`src/hdl/c6502_pkg.sv`:
```
package c6502_pkg;

   localparam int unsigned OPCODE_W = 6;
   localparam int unsigned BYTE_W   = 8;

   // status byte bit positions
   localparam int unsigned FLAG_C = 0;
   localparam int unsigned FLAG_Z = 1;
   localparam int unsigned FLAG_I = 2;
   localparam int unsigned FLAG_D = 3;
   localparam int unsigned FLAG_B = 4;
   localparam int unsigned FLAG_U = 5;
   localparam int unsigned FLAG_V = 6;
   localparam int unsigned FLAG_N = 7;

   localparam logic [BYTE_W-1:0] FLAGS_RESET = 8'h04;

   typedef enum logic [OPCODE_W-1:0] {
      OP_ADC = 6'd0,  OP_SBC = 6'd1,  OP_AND = 6'd2,  OP_ORA = 6'd3,
      OP_EOR = 6'd4,  OP_CMP = 6'd5,  OP_CPX = 6'd6,  OP_CPY = 6'd7,
      OP_BIT = 6'd8,  OP_ASL = 6'd9,  OP_LSR = 6'd10, OP_ROL = 6'd11,
      OP_ROR = 6'd12, OP_INC = 6'd13, OP_DEC = 6'd14, OP_LDA = 6'd15,
      OP_LDX = 6'd16, OP_LDY = 6'd17, OP_INX = 6'd18, OP_INY = 6'd19,
      OP_DEX = 6'd20, OP_DEY = 6'd21, OP_TAX = 6'd22, OP_TAY = 6'd23,
      OP_TXA = 6'd24, OP_TYA = 6'd25, OP_CLC = 6'd26, OP_SEC = 6'd27,
      OP_CLI = 6'd28, OP_SEI = 6'd29, OP_CLD = 6'd30, OP_SED = 6'd31,
      OP_CLV = 6'd32
   } op_type;

   typedef struct packed {
      logic [OPCODE_W-1:0] opcode;
      logic [BYTE_W-1:0]   operand;
      logic                to_accumulator;
   } req_item_type;

   typedef struct packed {
      logic [BYTE_W-1:0] acc;
      logic [BYTE_W-1:0] x;
      logic [BYTE_W-1:0] y;
      logic [BYTE_W-1:0] flags;
   } cpu_state_type;

   typedef struct packed {
      logic [BYTE_W-1:0] mem_result;
      logic              mem_write;
   } wb_type;

   localparam cpu_state_type STATE_RESET = '{
      acc: '0, x: '0, y: '0, flags: FLAGS_RESET
   };

endpackage

```
`src/hdl/c6502_req_if.sv`:
```
interface c6502_req_if;
   import c6502_pkg::*;

   logic                valid;
   logic                ready;
   logic [OPCODE_W-1:0] opcode;
   logic [BYTE_W-1:0]   operand;
   logic                to_accumulator;

   modport source (output valid, output opcode, output operand, output to_accumulator,
                   input ready);
   modport sink   (input valid, input opcode, input operand, input to_accumulator,
                   output ready);
endinterface

```
`src/hdl/c6502_rsp_if.sv`:
```
interface c6502_rsp_if;
   import c6502_pkg::*;

   logic              valid;
   logic              ready;
   logic [BYTE_W-1:0] mem_result;
   logic              mem_write;
   logic [BYTE_W-1:0] acc_out;
   logic [BYTE_W-1:0] x_out;
   logic [BYTE_W-1:0] y_out;
   logic [BYTE_W-1:0] flags_out;

   modport source (output valid, output mem_result, output mem_write, output acc_out,
                   output x_out, output y_out, output flags_out, input ready);
   modport sink   (input valid, input mem_result, input mem_write, input acc_out,
                   input x_out, input y_out, input flags_out, output ready);
endinterface

```
`src/hdl/c6502_alu.sv`:
```
module c6502_alu (
   input  c6502_pkg::req_item_type  item,
   input  c6502_pkg::cpu_state_type cur,
   output c6502_pkg::cpu_state_type nxt,
   output c6502_pkg::wb_type        wb
);
   import c6502_pkg::*;

   function automatic logic [BYTE_W-1:0] put_zn(input logic [BYTE_W-1:0] f,
                                                input logic [BYTE_W-1:0] v);
      logic [BYTE_W-1:0] r;
      r         = f;
      r[FLAG_Z] = (v == '0);
      r[FLAG_N] = v[BYTE_W-1];
      return r;
   endfunction

   op_type            op;
   logic [BYTE_W-1:0] m;
   logic [BYTE_W-1:0] addend;
   logic [BYTE_W:0]   sum;
   logic [BYTE_W-1:0] cmp_reg;
   logic [BYTE_W:0]   cmp_diff;
   logic [BYTE_W-1:0] src;
   logic              cin;
   logic [BYTE_W-1:0] sh_res;
   logic              sh_cout;
   logic [BYTE_W-1:0] inc_m;
   logic [BYTE_W-1:0] dec_m;

   always_comb begin
      op   = op_type'(item.opcode);
      m    = item.operand;
      cin  = cur.flags[FLAG_C];

      addend = (op == OP_SBC) ? ~m : m;
      sum    = {1'b0, cur.acc} + {1'b0, addend} + {{BYTE_W{1'b0}}, cin};

      case (op)
         OP_CPX:  cmp_reg = cur.x;
         OP_CPY:  cmp_reg = cur.y;
         default: cmp_reg = cur.acc;
      endcase
      // reg - m as reg + ~m + 1; carry out means no borrow
      cmp_diff = {1'b0, cmp_reg} + {1'b0, ~m} + {{BYTE_W{1'b0}}, 1'b1};

      src = item.to_accumulator ? cur.acc : m;
      case (op)
         OP_ASL: begin
            sh_res  = {src[BYTE_W-2:0], 1'b0};
            sh_cout = src[BYTE_W-1];
         end
         OP_ROL: begin
            sh_res  = {src[BYTE_W-2:0], cin};
            sh_cout = src[BYTE_W-1];
         end
         OP_LSR: begin
            sh_res  = {1'b0, src[BYTE_W-1:1]};
            sh_cout = src[0];
         end
         default: begin
            sh_res  = {cin, src[BYTE_W-1:1]};
            sh_cout = src[0];
         end
      endcase

      inc_m = m + 8'd1;
      dec_m = m - 8'd1;

      nxt = cur;
      wb  = '{mem_result: '0, mem_write: 1'b0};

      case (op)
         OP_ADC, OP_SBC: begin
            nxt.acc           = sum[BYTE_W-1:0];
            nxt.flags[FLAG_C] = sum[BYTE_W];
            nxt.flags[FLAG_V] = (sum[BYTE_W-1] ^ cur.acc[BYTE_W-1])
                              & (sum[BYTE_W-1] ^ addend[BYTE_W-1]);
            nxt.flags         = put_zn(nxt.flags, sum[BYTE_W-1:0]);
         end
         OP_AND: begin
            nxt.acc   = cur.acc & m;
            nxt.flags = put_zn(cur.flags, cur.acc & m);
         end
         OP_ORA: begin
            nxt.acc   = cur.acc | m;
            nxt.flags = put_zn(cur.flags, cur.acc | m);
         end
         OP_EOR: begin
            nxt.acc   = cur.acc ^ m;
            nxt.flags = put_zn(cur.flags, cur.acc ^ m);
         end
         OP_CMP, OP_CPX, OP_CPY: begin
            nxt.flags         = put_zn(cur.flags, cmp_diff[BYTE_W-1:0]);
            nxt.flags[FLAG_C] = cmp_diff[BYTE_W];
         end
         OP_BIT: begin
            nxt.flags[FLAG_Z] = ((cur.acc & m) == '0);
            nxt.flags[FLAG_V] = m[FLAG_V];
            nxt.flags[FLAG_N] = m[FLAG_N];
         end
         OP_ASL, OP_LSR, OP_ROL, OP_ROR: begin
            nxt.flags         = put_zn(cur.flags, sh_res);
            nxt.flags[FLAG_C] = sh_cout;
            if (item.to_accumulator) begin
               nxt.acc = sh_res;
            end else begin
               wb = '{mem_result: sh_res, mem_write: 1'b1};
            end
         end
         OP_INC: begin
            wb        = '{mem_result: inc_m, mem_write: 1'b1};
            nxt.flags = put_zn(cur.flags, inc_m);
         end
         OP_DEC: begin
            wb        = '{mem_result: dec_m, mem_write: 1'b1};
            nxt.flags = put_zn(cur.flags, dec_m);
         end
         OP_LDA: begin
            nxt.acc   = m;
            nxt.flags = put_zn(cur.flags, m);
         end
         OP_LDX: begin
            nxt.x     = m;
            nxt.flags = put_zn(cur.flags, m);
         end
         OP_LDY: begin
            nxt.y     = m;
            nxt.flags = put_zn(cur.flags, m);
         end
         OP_INX: begin
            nxt.x     = cur.x + 8'd1;
            nxt.flags = put_zn(cur.flags, nxt.x);
         end
         OP_INY: begin
            nxt.y     = cur.y + 8'd1;
            nxt.flags = put_zn(cur.flags, nxt.y);
         end
         OP_DEX: begin
            nxt.x     = cur.x - 8'd1;
            nxt.flags = put_zn(cur.flags, nxt.x);
         end
         OP_DEY: begin
            nxt.y     = cur.y - 8'd1;
            nxt.flags = put_zn(cur.flags, nxt.y);
         end
         OP_TAX: begin
            nxt.x     = cur.acc;
            nxt.flags = put_zn(cur.flags, cur.acc);
         end
         OP_TAY: begin
            nxt.y     = cur.acc;
            nxt.flags = put_zn(cur.flags, cur.acc);
         end
         OP_TXA: begin
            nxt.acc   = cur.x;
            nxt.flags = put_zn(cur.flags, cur.x);
         end
         OP_TYA: begin
            nxt.acc   = cur.y;
            nxt.flags = put_zn(cur.flags, cur.y);
         end
         OP_CLC: nxt.flags[FLAG_C] = 1'b0;
         OP_SEC: nxt.flags[FLAG_C] = 1'b1;
         OP_CLI: nxt.flags[FLAG_I] = 1'b0;
         OP_SEI: nxt.flags[FLAG_I] = 1'b1;
         OP_CLD: nxt.flags[FLAG_D] = 1'b0;
         OP_SED: nxt.flags[FLAG_D] = 1'b1;
         OP_CLV: nxt.flags[FLAG_V] = 1'b0;
         default: nxt = cur;  // unused codes leave everything as is
      endcase
   end

endmodule

```
`src/hdl/cpu6502_register_alu_execute_top.sv`:
```
// Path: a req is captured in the input register, then its ALU result in the result
// register, which drives rsp valid.
// Throughput: one item per cycle; the 8-bit ALU between the input register and the
// A/X/Y/P registers closes the state loop combinationally. rsp ready low stalls req.
// Reset (synchronous, active high): A, X, Y cleared, P = 0x04 (I set), both stages empty.
module cpu6502_register_alu_execute_top (
   input  logic        clock,
   input  logic        reset,
   c6502_req_if.sink   req_ch,
   c6502_rsp_if.source rsp_ch
);
   import c6502_pkg::*;

   // Stage 0: captured item waiting for the ALU
   logic          s0_valid_ff;
   logic          s0_valid_in;
   req_item_type  s0_item_ff;

   // Architectural state A, X, Y, P
   cpu_state_type state_ff;
   cpu_state_type state_in;

   // Stage 1: result register driving the rsp channel
   logic          rsp_valid_ff;
   logic          rsp_valid_in;
   cpu_state_type rsp_state_ff;
   wb_type        rsp_wb_ff;

   cpu_state_type alu_state;
   wb_type        alu_wb;
   logic          advance;   // result register free or being drained this cycle
   logic          s0_go;     // stage 0 item executes and commits this cycle
   logic          req_take;

   c6502_alu u_alu (
      .item (s0_item_ff),
      .cur  (state_ff),
      .nxt  (alu_state),
      .wb   (alu_wb)
   );

   // Handshake: stage 0 refills whenever it is empty or moving on, so one more
   // item can enter while a finished result waits at rsp.
   always_comb begin
      advance      = !rsp_valid_ff || rsp_ch.ready;
      s0_go        = s0_valid_ff && advance;
      req_ch.ready = !s0_valid_ff || advance;
      req_take     = req_ch.valid && req_ch.ready;

      s0_valid_in  = req_take || (s0_valid_ff && !advance);
      rsp_valid_in = s0_go || (rsp_valid_ff && !rsp_ch.ready);
      // State commits exactly when the item moves into the result register,
      // so the next item in stage 0 sees the updated registers.
      state_in     = s0_go ? alu_state : state_ff;
   end

   always_ff @(posedge clock) begin
      if (reset) begin
         s0_valid_ff  <= 1'b0;
         rsp_valid_ff <= 1'b0;
         state_ff     <= STATE_RESET;
      end else begin
         s0_valid_ff  <= s0_valid_in;
         rsp_valid_ff <= rsp_valid_in;
         state_ff     <= state_in;
      end
   end

   // Payload registers, no reset needed
   always_ff @(posedge clock) begin
      if (req_take) begin
         s0_item_ff <= '{opcode:         req_ch.opcode,
                         operand:        req_ch.operand,
                         to_accumulator: req_ch.to_accumulator};
      end
      if (s0_go) begin
         rsp_state_ff <= alu_state;
         rsp_wb_ff    <= alu_wb;
      end
   end

   assign rsp_ch.valid      = rsp_valid_ff;
   assign rsp_ch.mem_result = rsp_wb_ff.mem_result;
   assign rsp_ch.mem_write  = rsp_wb_ff.mem_write;
   assign rsp_ch.acc_out    = rsp_state_ff.acc;
   assign rsp_ch.x_out      = rsp_state_ff.x;
   assign rsp_ch.y_out      = rsp_state_ff.y;
   assign rsp_ch.flags_out  = rsp_state_ff.flags;

   // B and U are never touched by any operation
   a_bu_constant: assert property (@(posedge clock) disable iff (reset)
      state_ff[FLAG_U:FLAG_B] == 2'b00)
      else $error("B/U flag bits changed");

   // Registers only change when an item commits
   a_state_commit: assert property (@(posedge clock) disable iff (reset)
      (!$past(reset) && (state_ff != $past(state_ff))) |-> $past(s0_go))
      else $error("state changed without a committed item");

   // No write-back means a zero write-back byte
   a_wb_zero: assert property (@(posedge clock) disable iff (reset)
      (rsp_valid_ff && !rsp_wb_ff.mem_write) |-> (rsp_wb_ff.mem_result == '0))
      else $error("mem_result nonzero without mem_write");

   // A delivered result carries the state committed with it
   a_rsp_matches_state: assert property (@(posedge clock) disable iff (reset)
      (!$past(reset) && $past(s0_go)) |-> (rsp_state_ff == state_ff))
      else $error("result register out of step with state");

endmodule
```
`src/flat_wrapper.sv`:
```
// flat-port wrapper written by rule: the top's interface ports become plain ports
module cpu6502_register_alu_execute_top_flat import c6502_pkg::*;
  (clock, reset, req_ch_valid, req_ch_opcode, req_ch_operand, req_ch_to_accumulator, req_ch_ready, rsp_ch_valid, rsp_ch_mem_result, rsp_ch_mem_write, rsp_ch_acc_out, rsp_ch_x_out, rsp_ch_y_out, rsp_ch_flags_out, rsp_ch_ready);
  c6502_req_if req_ch_i ();
  c6502_rsp_if rsp_ch_i ();
  input  logic clock;
  input  logic reset;
  input wire logic [$bits(req_ch_i.valid)-1:0] req_ch_valid;
  input wire logic [$bits(req_ch_i.opcode)-1:0] req_ch_opcode;
  input wire logic [$bits(req_ch_i.operand)-1:0] req_ch_operand;
  input wire logic [$bits(req_ch_i.to_accumulator)-1:0] req_ch_to_accumulator;
  output wire logic [$bits(req_ch_i.ready)-1:0] req_ch_ready;
  output wire logic [$bits(rsp_ch_i.valid)-1:0] rsp_ch_valid;
  output wire logic [$bits(rsp_ch_i.mem_result)-1:0] rsp_ch_mem_result;
  output wire logic [$bits(rsp_ch_i.mem_write)-1:0] rsp_ch_mem_write;
  output wire logic [$bits(rsp_ch_i.acc_out)-1:0] rsp_ch_acc_out;
  output wire logic [$bits(rsp_ch_i.x_out)-1:0] rsp_ch_x_out;
  output wire logic [$bits(rsp_ch_i.y_out)-1:0] rsp_ch_y_out;
  output wire logic [$bits(rsp_ch_i.flags_out)-1:0] rsp_ch_flags_out;
  input wire logic [$bits(rsp_ch_i.ready)-1:0] rsp_ch_ready;
  assign req_ch_i.valid = req_ch_valid;
  assign req_ch_i.opcode = req_ch_opcode;
  assign req_ch_i.operand = req_ch_operand;
  assign req_ch_i.to_accumulator = req_ch_to_accumulator;
  assign req_ch_ready = req_ch_i.ready;
  assign rsp_ch_valid = rsp_ch_i.valid;
  assign rsp_ch_mem_result = rsp_ch_i.mem_result;
  assign rsp_ch_mem_write = rsp_ch_i.mem_write;
  assign rsp_ch_acc_out = rsp_ch_i.acc_out;
  assign rsp_ch_x_out = rsp_ch_i.x_out;
  assign rsp_ch_y_out = rsp_ch_i.y_out;
  assign rsp_ch_flags_out = rsp_ch_i.flags_out;
  assign rsp_ch_i.ready = rsp_ch_ready;
  cpu6502_register_alu_execute_top u_core (.clock(clock), .reset(reset), .req_ch(req_ch_i), .rsp_ch(rsp_ch_i));
endmodule
```
`config.mk`:
```
export PLATFORM = sky130hd
export DESIGN_NAME = cpu6502_register_alu_execute_top_flat
export DESIGN_NICKNAME = d
export VERILOG_FILES = /design/src/hdl/c6502_pkg.sv /design/src/hdl/c6502_req_if.sv /design/src/hdl/c6502_rsp_if.sv /design/src/hdl/c6502_alu.sv /design/src/hdl/cpu6502_register_alu_execute_top.sv /design/src/flat_wrapper.sv
export SDC_FILE = /design/constraint.sdc
export NUM_CORES = 1
export LEC_CHECK = 0
export BUFFER_PORTS_ARGS = -buffer_cell sky130_fd_sc_hd__buf_2
export CAP_MARGIN = 10
export CELL_PAD_IN_SITES_DETAIL_PLACEMENT = 0
export CELL_PAD_IN_SITES_GLOBAL_PLACEMENT = 1
export CORE_MARGIN = 2
export CORE_UTILIZATION = 42
export DETAILED_ROUTE_END_ITERATION = 10
export GPL_TIMING_DRIVEN = 1
export PLACE_DENSITY_LB_ADDON = 0.1
export SLEW_MARGIN = 0
export SYNTH_ARGS = -nofsm -noshare
export SYNTH_HDL_FRONTEND = slang
export SYNTH_SLANG_ARGS = --single-unit
```
`constraint.sdc`:
```
create_clock -name clock -period 3.75 [get_ports clock]
set_input_delay 0 -clock clock [delete_from_list [all_inputs] [get_ports clock]]
set_output_delay 0 -clock clock [all_outputs]
set_load 0.02 [all_outputs]
```
-- Yosys cells after proc, flatten, opt, wreduce, memory -nomap -nowiden
Index checks and enable logic that the tools add are counted.
- $add $sub $neg: 10
- equal/unequal tests: 32
- multiplexer cells: 17
- bitwise operators: 7
- reduce and logical (&&, ||, !) cells: 37
- operators with widths (kind ; count):
    zero test 8 bit ; 16
    equality test 6 x 5 -> 1 bit (second input constant) ; 16
    case mux 8 bit (4 select lines) ; 2
    case mux 8 bit (8 select lines) ; 1
    equality test 6 x 4 -> 1 bit (second input constant) ; 8
    case mux 1 bit (16 select lines) ; 2
    case mux 9 bit (3 select lines) ; 1
    adder 8 x 1 -> 8 bit (second input constant) ; 3
    equality test 6 x 3 -> 1 bit (second input constant) ; 4
    2-to-1 mux 8 bit ; 3
    case mux 8 bit (3 select lines) ; 1
    subtractor 8 x 1 -> 8 bit (second input constant) ; 3
    adder 8 x 8 -> 9 bit ; 2
    case mux 8 bit (2 select lines) ; 1
    equality test 6 x 2 -> 1 bit (second input constant) ; 2
    adder 9 x 1 -> 9 bit ; 1
    adder 9 x 1 -> 9 bit (second input constant) ; 1
    2-to-1 mux 9 bit ; 1
    bitwise AND 8 bit ; 1
    inverter 8 bit ; 1
    OR 8 bit ; 1
    OR reduction 2 bit ; 4
    OR reduction 4 bit ; 2
    XOR 8 bit ; 1
    13 further kinds ; 25
- flip-flop bits (word level): 86
- word-level logic and storage cells: 118

-- Longest topological paths before layout
- depth after elaboration: 7
- gate-level depth with buffers: 18
- depth with buffers taken out: 15

-- Modules after synthesis
A second synthesis with hierarchy kept.
- cells, all modules: 871
- area total of the unflattened synthesis: 7632.3 um^2
- by module, submodules not included (module ; instances ; cells an instance ; area an instance (um^2)):
    c6502_alu ; 1 ; 666 ; 4408.0
    cpu6502_register_alu_execute_top ; 1 ; 205 ; 3224.3

-- Least setup slack after synthesis
Ideal clock, no wire load.
- path kind: register to register
- start point: reg u_core.s0_item_ff[11] in the netlist's numbering
- end point: reg u_core.state_ff[1] in the netlist's numbering
- setup time: 91 ps
- data arrival time: 3789 ps
- data required time: 3659 ps
- path slack: -130 ps
- cell stages (with the launch flop): 17
- path buffers: 3
- cells stage by stage: edfxtp_1 -> buf_4 -> or4b_4 -> or2_2 -> clkbuf_1 -> clkbuf_1 -> a21oi_1 -> ha_1 -> inv_1 -> fa_1 -> a21o_1 -> a21oi_1 -> o21ai_0 -> o22ai_1 -> o21ai_0 -> or4_1 -> a311oi_1
- cells in the longest elaborated chain, start to end: 6
- elaborated cells on any way between the ends: 43
- those cells by class: 4 x add/sub; 25 x eq/ne; 4 x mux; 10 x reduce/logical
- ends and longest elaborated chain (item ; RTL line ; source):
    from (decl) ; cpu6502_register_alu_execute_top.sv:17 ; req_item_type s0_item_ff;
    from (signal assigned) ; cpu6502_register_alu_execute_top.sv:72 ; s0_item_ff <= '{opcode: req_ch.opcode,
    equality test 6 x 3 -> 1 bit or equality test 6 x 1 -> 1 bit (tied branches) ; c6502_alu.sv:39, c6502_alu.sv:73, c6502_alu.sv:36 ;
    case mux 8 bit (2 select lines) or 2-to-1 mux 8 bit (tied branches) ; c6502_alu.sv:39, c6502_alu.sv:36 ;
    adder 8 x 8 -> 9 bit, on equally long branches ; c6502_alu.sv:45, c6502_alu.sv:37 ;
    adder 9 x 1 -> 9 bit, on equally long branches ; c6502_alu.sv:45, c6502_alu.sv:37 ;
    zero test 8 bit ; c6502_alu.sv:13 ; r[FLAG_Z] = (v == '0);
    case mux 1 bit (16 select lines) * ; c6502_alu.sv:73 ; case (op)
    to (signal assigned) ; cpu6502_register_alu_execute_top.sv:65 ; state_ff <= state_in;
    to (decl) ; cpu6502_register_alu_execute_top.sv:20 ; cpu_state_type state_ff;
Every way passes the cells marked *; elsewhere a longest branch is shown, timed or not.
A chain may end at the register's enable or synchronous reset.

-- Worst setup path in the final report
- start point: reg u_core.s0_item_ff[12] in the netlist's numbering
- end point: reg u_core.state_ff[1] in the netlist's numbering
Same word-level chain as after synthesis.

==> flow_metrics.tcl <==
set metrics [dict create \
    start_kind "register" \
    drt_wl_total_um 28210 \
    async_flop_share 0 \
    status "finished, final reports clean" \
    path_class "reg2reg" \
    whs_ns 0.1872 \
    ys_types 85 \
    h-tree-depth 3 \
    crit_required_ns 4.02 \
    io_pins 62 \
    viasPerCell 6.311 \
    clk_latency_ns 0.36 \
    cp_max_fo 6 \
    vias 7365 \
    clkSlewWorstSetupHoldPaths_ns 0.07 \
    gp_congestion 0.9894 \
    io_buffer_count 59 \
    synthTopCellsByArea "edfxtp_1, dfxtp_1, ha_1" \
    cts_root_buffer "clkbuf_16" \
    drive_gt1_frac 0.1869 \
    synthesis.area_per_instance_um2 8.289 \
    yosysWarningCount 0 \
    ant_nets 0 \
    rsz0062_at_grt "true" \
    max-clock-path-buffers 2 \
    synth-edff-count 54 \
    final_util 0.5067 \
    synth_top_area_frac 0.2251 \
    core_um2 16700 \
    peakVddDrop_mv 0.2197 \
    clock.fmax_mhz 274.4 \
    rows 47 \
    fin_nets 1008 \
    synth_area_leader_cell "edfxtp_1" \
    syn_to_final_growth_pct 17.49 \
    period_share 0.9720 \
    synthFlopType "edfxtp_1" \
    worstMarginPinSlew_ns 1.149 \
    avgRoutedWirePerCell_um 24.17 \
    powerDensity_nw_per_um2 313.7 \
    grt_use_total 0.3090 \
    final_cell_mix "nand2_1, nor2_1, buf_2" \
    p_total_mw 2.655 \
    die_width_um 135.0 \
    synth_area_um2 7203 \
    hold_class "in2reg" \
    drv_cap 0 \
    grt_overflow 0 \
    cts_tree "done" \
    ys_seq_elements 86 \
    die_h_um 135.0 \
    finalHoldViolations 0 \
    dpl.hpwl_um 20870 \
    finalCriticalPeriod_ns 3.645 \
    die_area_um2 18210 \
    start_util 0.4313 \
    grt_pass1_wl_um 41900 \
    fin_worst_skew_ns 0.009817 \
    final_common_cell "nand2_1" \
    cts_buffers 9 \
    first_pass_iters 6 \
    p_leak_nw 3.243 \
    grt_max_degree 55 \
    setup_viol 0 \
    maxSlewViolCount 0 \
    grt_pass1_vias 6856 \
    drc 0 \
    synth_cells 869 \
    numClockSinks 86 \
    crit_arrival_ns 3.92 \
    drt_iter0_markers 703 \
    relSlewSlack 0.2343 \
    critPathCaptureType "register" \
    antenna_found_initial 0 \
    antennaDiodeCount 0 \
    seq_area_frac_synth 0.3141 \
]
-- worst paths after layout --
check	cells after the start	slack, ns	startpoint	endpoint
max	14	0.11	u_core.s0_item_ff[12]	u_core.state_ff[1]
min	2	0.19	reset	u_core.s0_valid_ff
min reg2reg	2	0.46	u_core.state_ff[3]	u_core.state_ff[3]
max reg2reg	14	0.11	u_core.s0_item_ff[12]	u_core.state_ff[1]
-- per-layer routing --
layer,GRT usage,part of all wire,up-vias
li1,-,-,3391
met1,0.4183,0.44,3608
met2,0.4921,0.47,314
met3,0.05631,0.064,52
met4,0.1181,0.031,0
met5,0,0,-
-- kinds of logic after synthesis --
| group | Yosys count | synth area share |
|---|---|---|
| muxes | 18 | 0.03074 |
| buffers and inverters | 103 | 0.05871 |
| xor gates and xnor gates | 32 | 0.03891 |
| other | 1 | 0.0005206 |
| DFF | 86 | 0.3141 |
| AOI/OAI and AO/OA | 236 | 0.2249 |
| and+or+nand+nor | 346 | 0.2473 |
| adders and majority gates | 47 | 0.08477 |
-- cells in the mapped netlist (16+ instances only) --
cell type,number
clkbuf_1,55
nor2_1,79
a22oi_1,17
xnor2_1,23
nor4_1,16
dfxtp_1,32
nand2_1,100
o21ai_0,46
nand3_1,23
nor3_1,34
edfxtp_1,54
a21oi_1,56
inv_1,29
ha_1,44
-- critical path, stage by stage, from the launching register on --
cell       delay, ns
edfxtp_1        0.45
buf_6           0.15
or4b_4          0.55
or2_4           0.30
nand2_1         0.10
o21ai_2         0.10
ha_1            0.29
nand2b_1        0.08
a21oi_2         0.16
o21ai_1         0.08
nand2b_1        0.12
mux2i_1         0.23
o2111ai_2       0.15
or4_4           0.56
a311oi_2        0.24
-- per-stage QoR --
stage	cells	setup slack (ns)	area, um^2	TNS [ns]
after floorplan	870	0.01420	7227	0
after global placement	1128	0.04117	7868	0
after detailed placement	1128	-0.04724	7868	-0.09336
after CTS	1163	0.01346	8335	0
after global routing	1167	-0.03318	8463	-0.1056
final	1167	0.1051	8463	0
-- power breakdown --
part           total (mW)  internal (mW)  switching (mW)
clock               0.851          0.446           0.405
sequential           1.13           1.06          0.0632
combinational       0.676          0.257           0.418
total                2.65           1.77           0.887
-- layout make-up --
class	count	area, um^2
fill	1643	8238
tap	220	275.3
inverter	29	108.9
multi-input combinational	682	4629
sequential	86	2262
clock inverter	6	38.79
clock buffer	10	229.0
timing repair buffer	134	919.6
-- state kept, by name, indices dropped and copies added (netlist names) --
register	flops
u_core.rsp_ch.flags_out	6
u_core.rsp_ch.valid	1
u_core.rsp_ch.mem_result	8
u_core.s0_item_ff	15
u_core.rsp_ch.y_out	8
u_core.s0_valid_ff	1
u_core.rsp_ch.x_out	8
u_core.state_ff	30
u_core.rsp_ch.mem_write	1
u_core.rsp_ch.acc_out	8
-- repair_timing --
item                                    4_1_cts  5_1_grt
endpoints found under the hold margin        17        0
buffers inserted                              1        3
resized for setup                             7       27
endpoints found under the setup margin        4        4
pin swaps                                     4        6
hold buffers                                 18        0
cloned                                        0        1
Note: power is estimated with default switching activity, not from simulation.
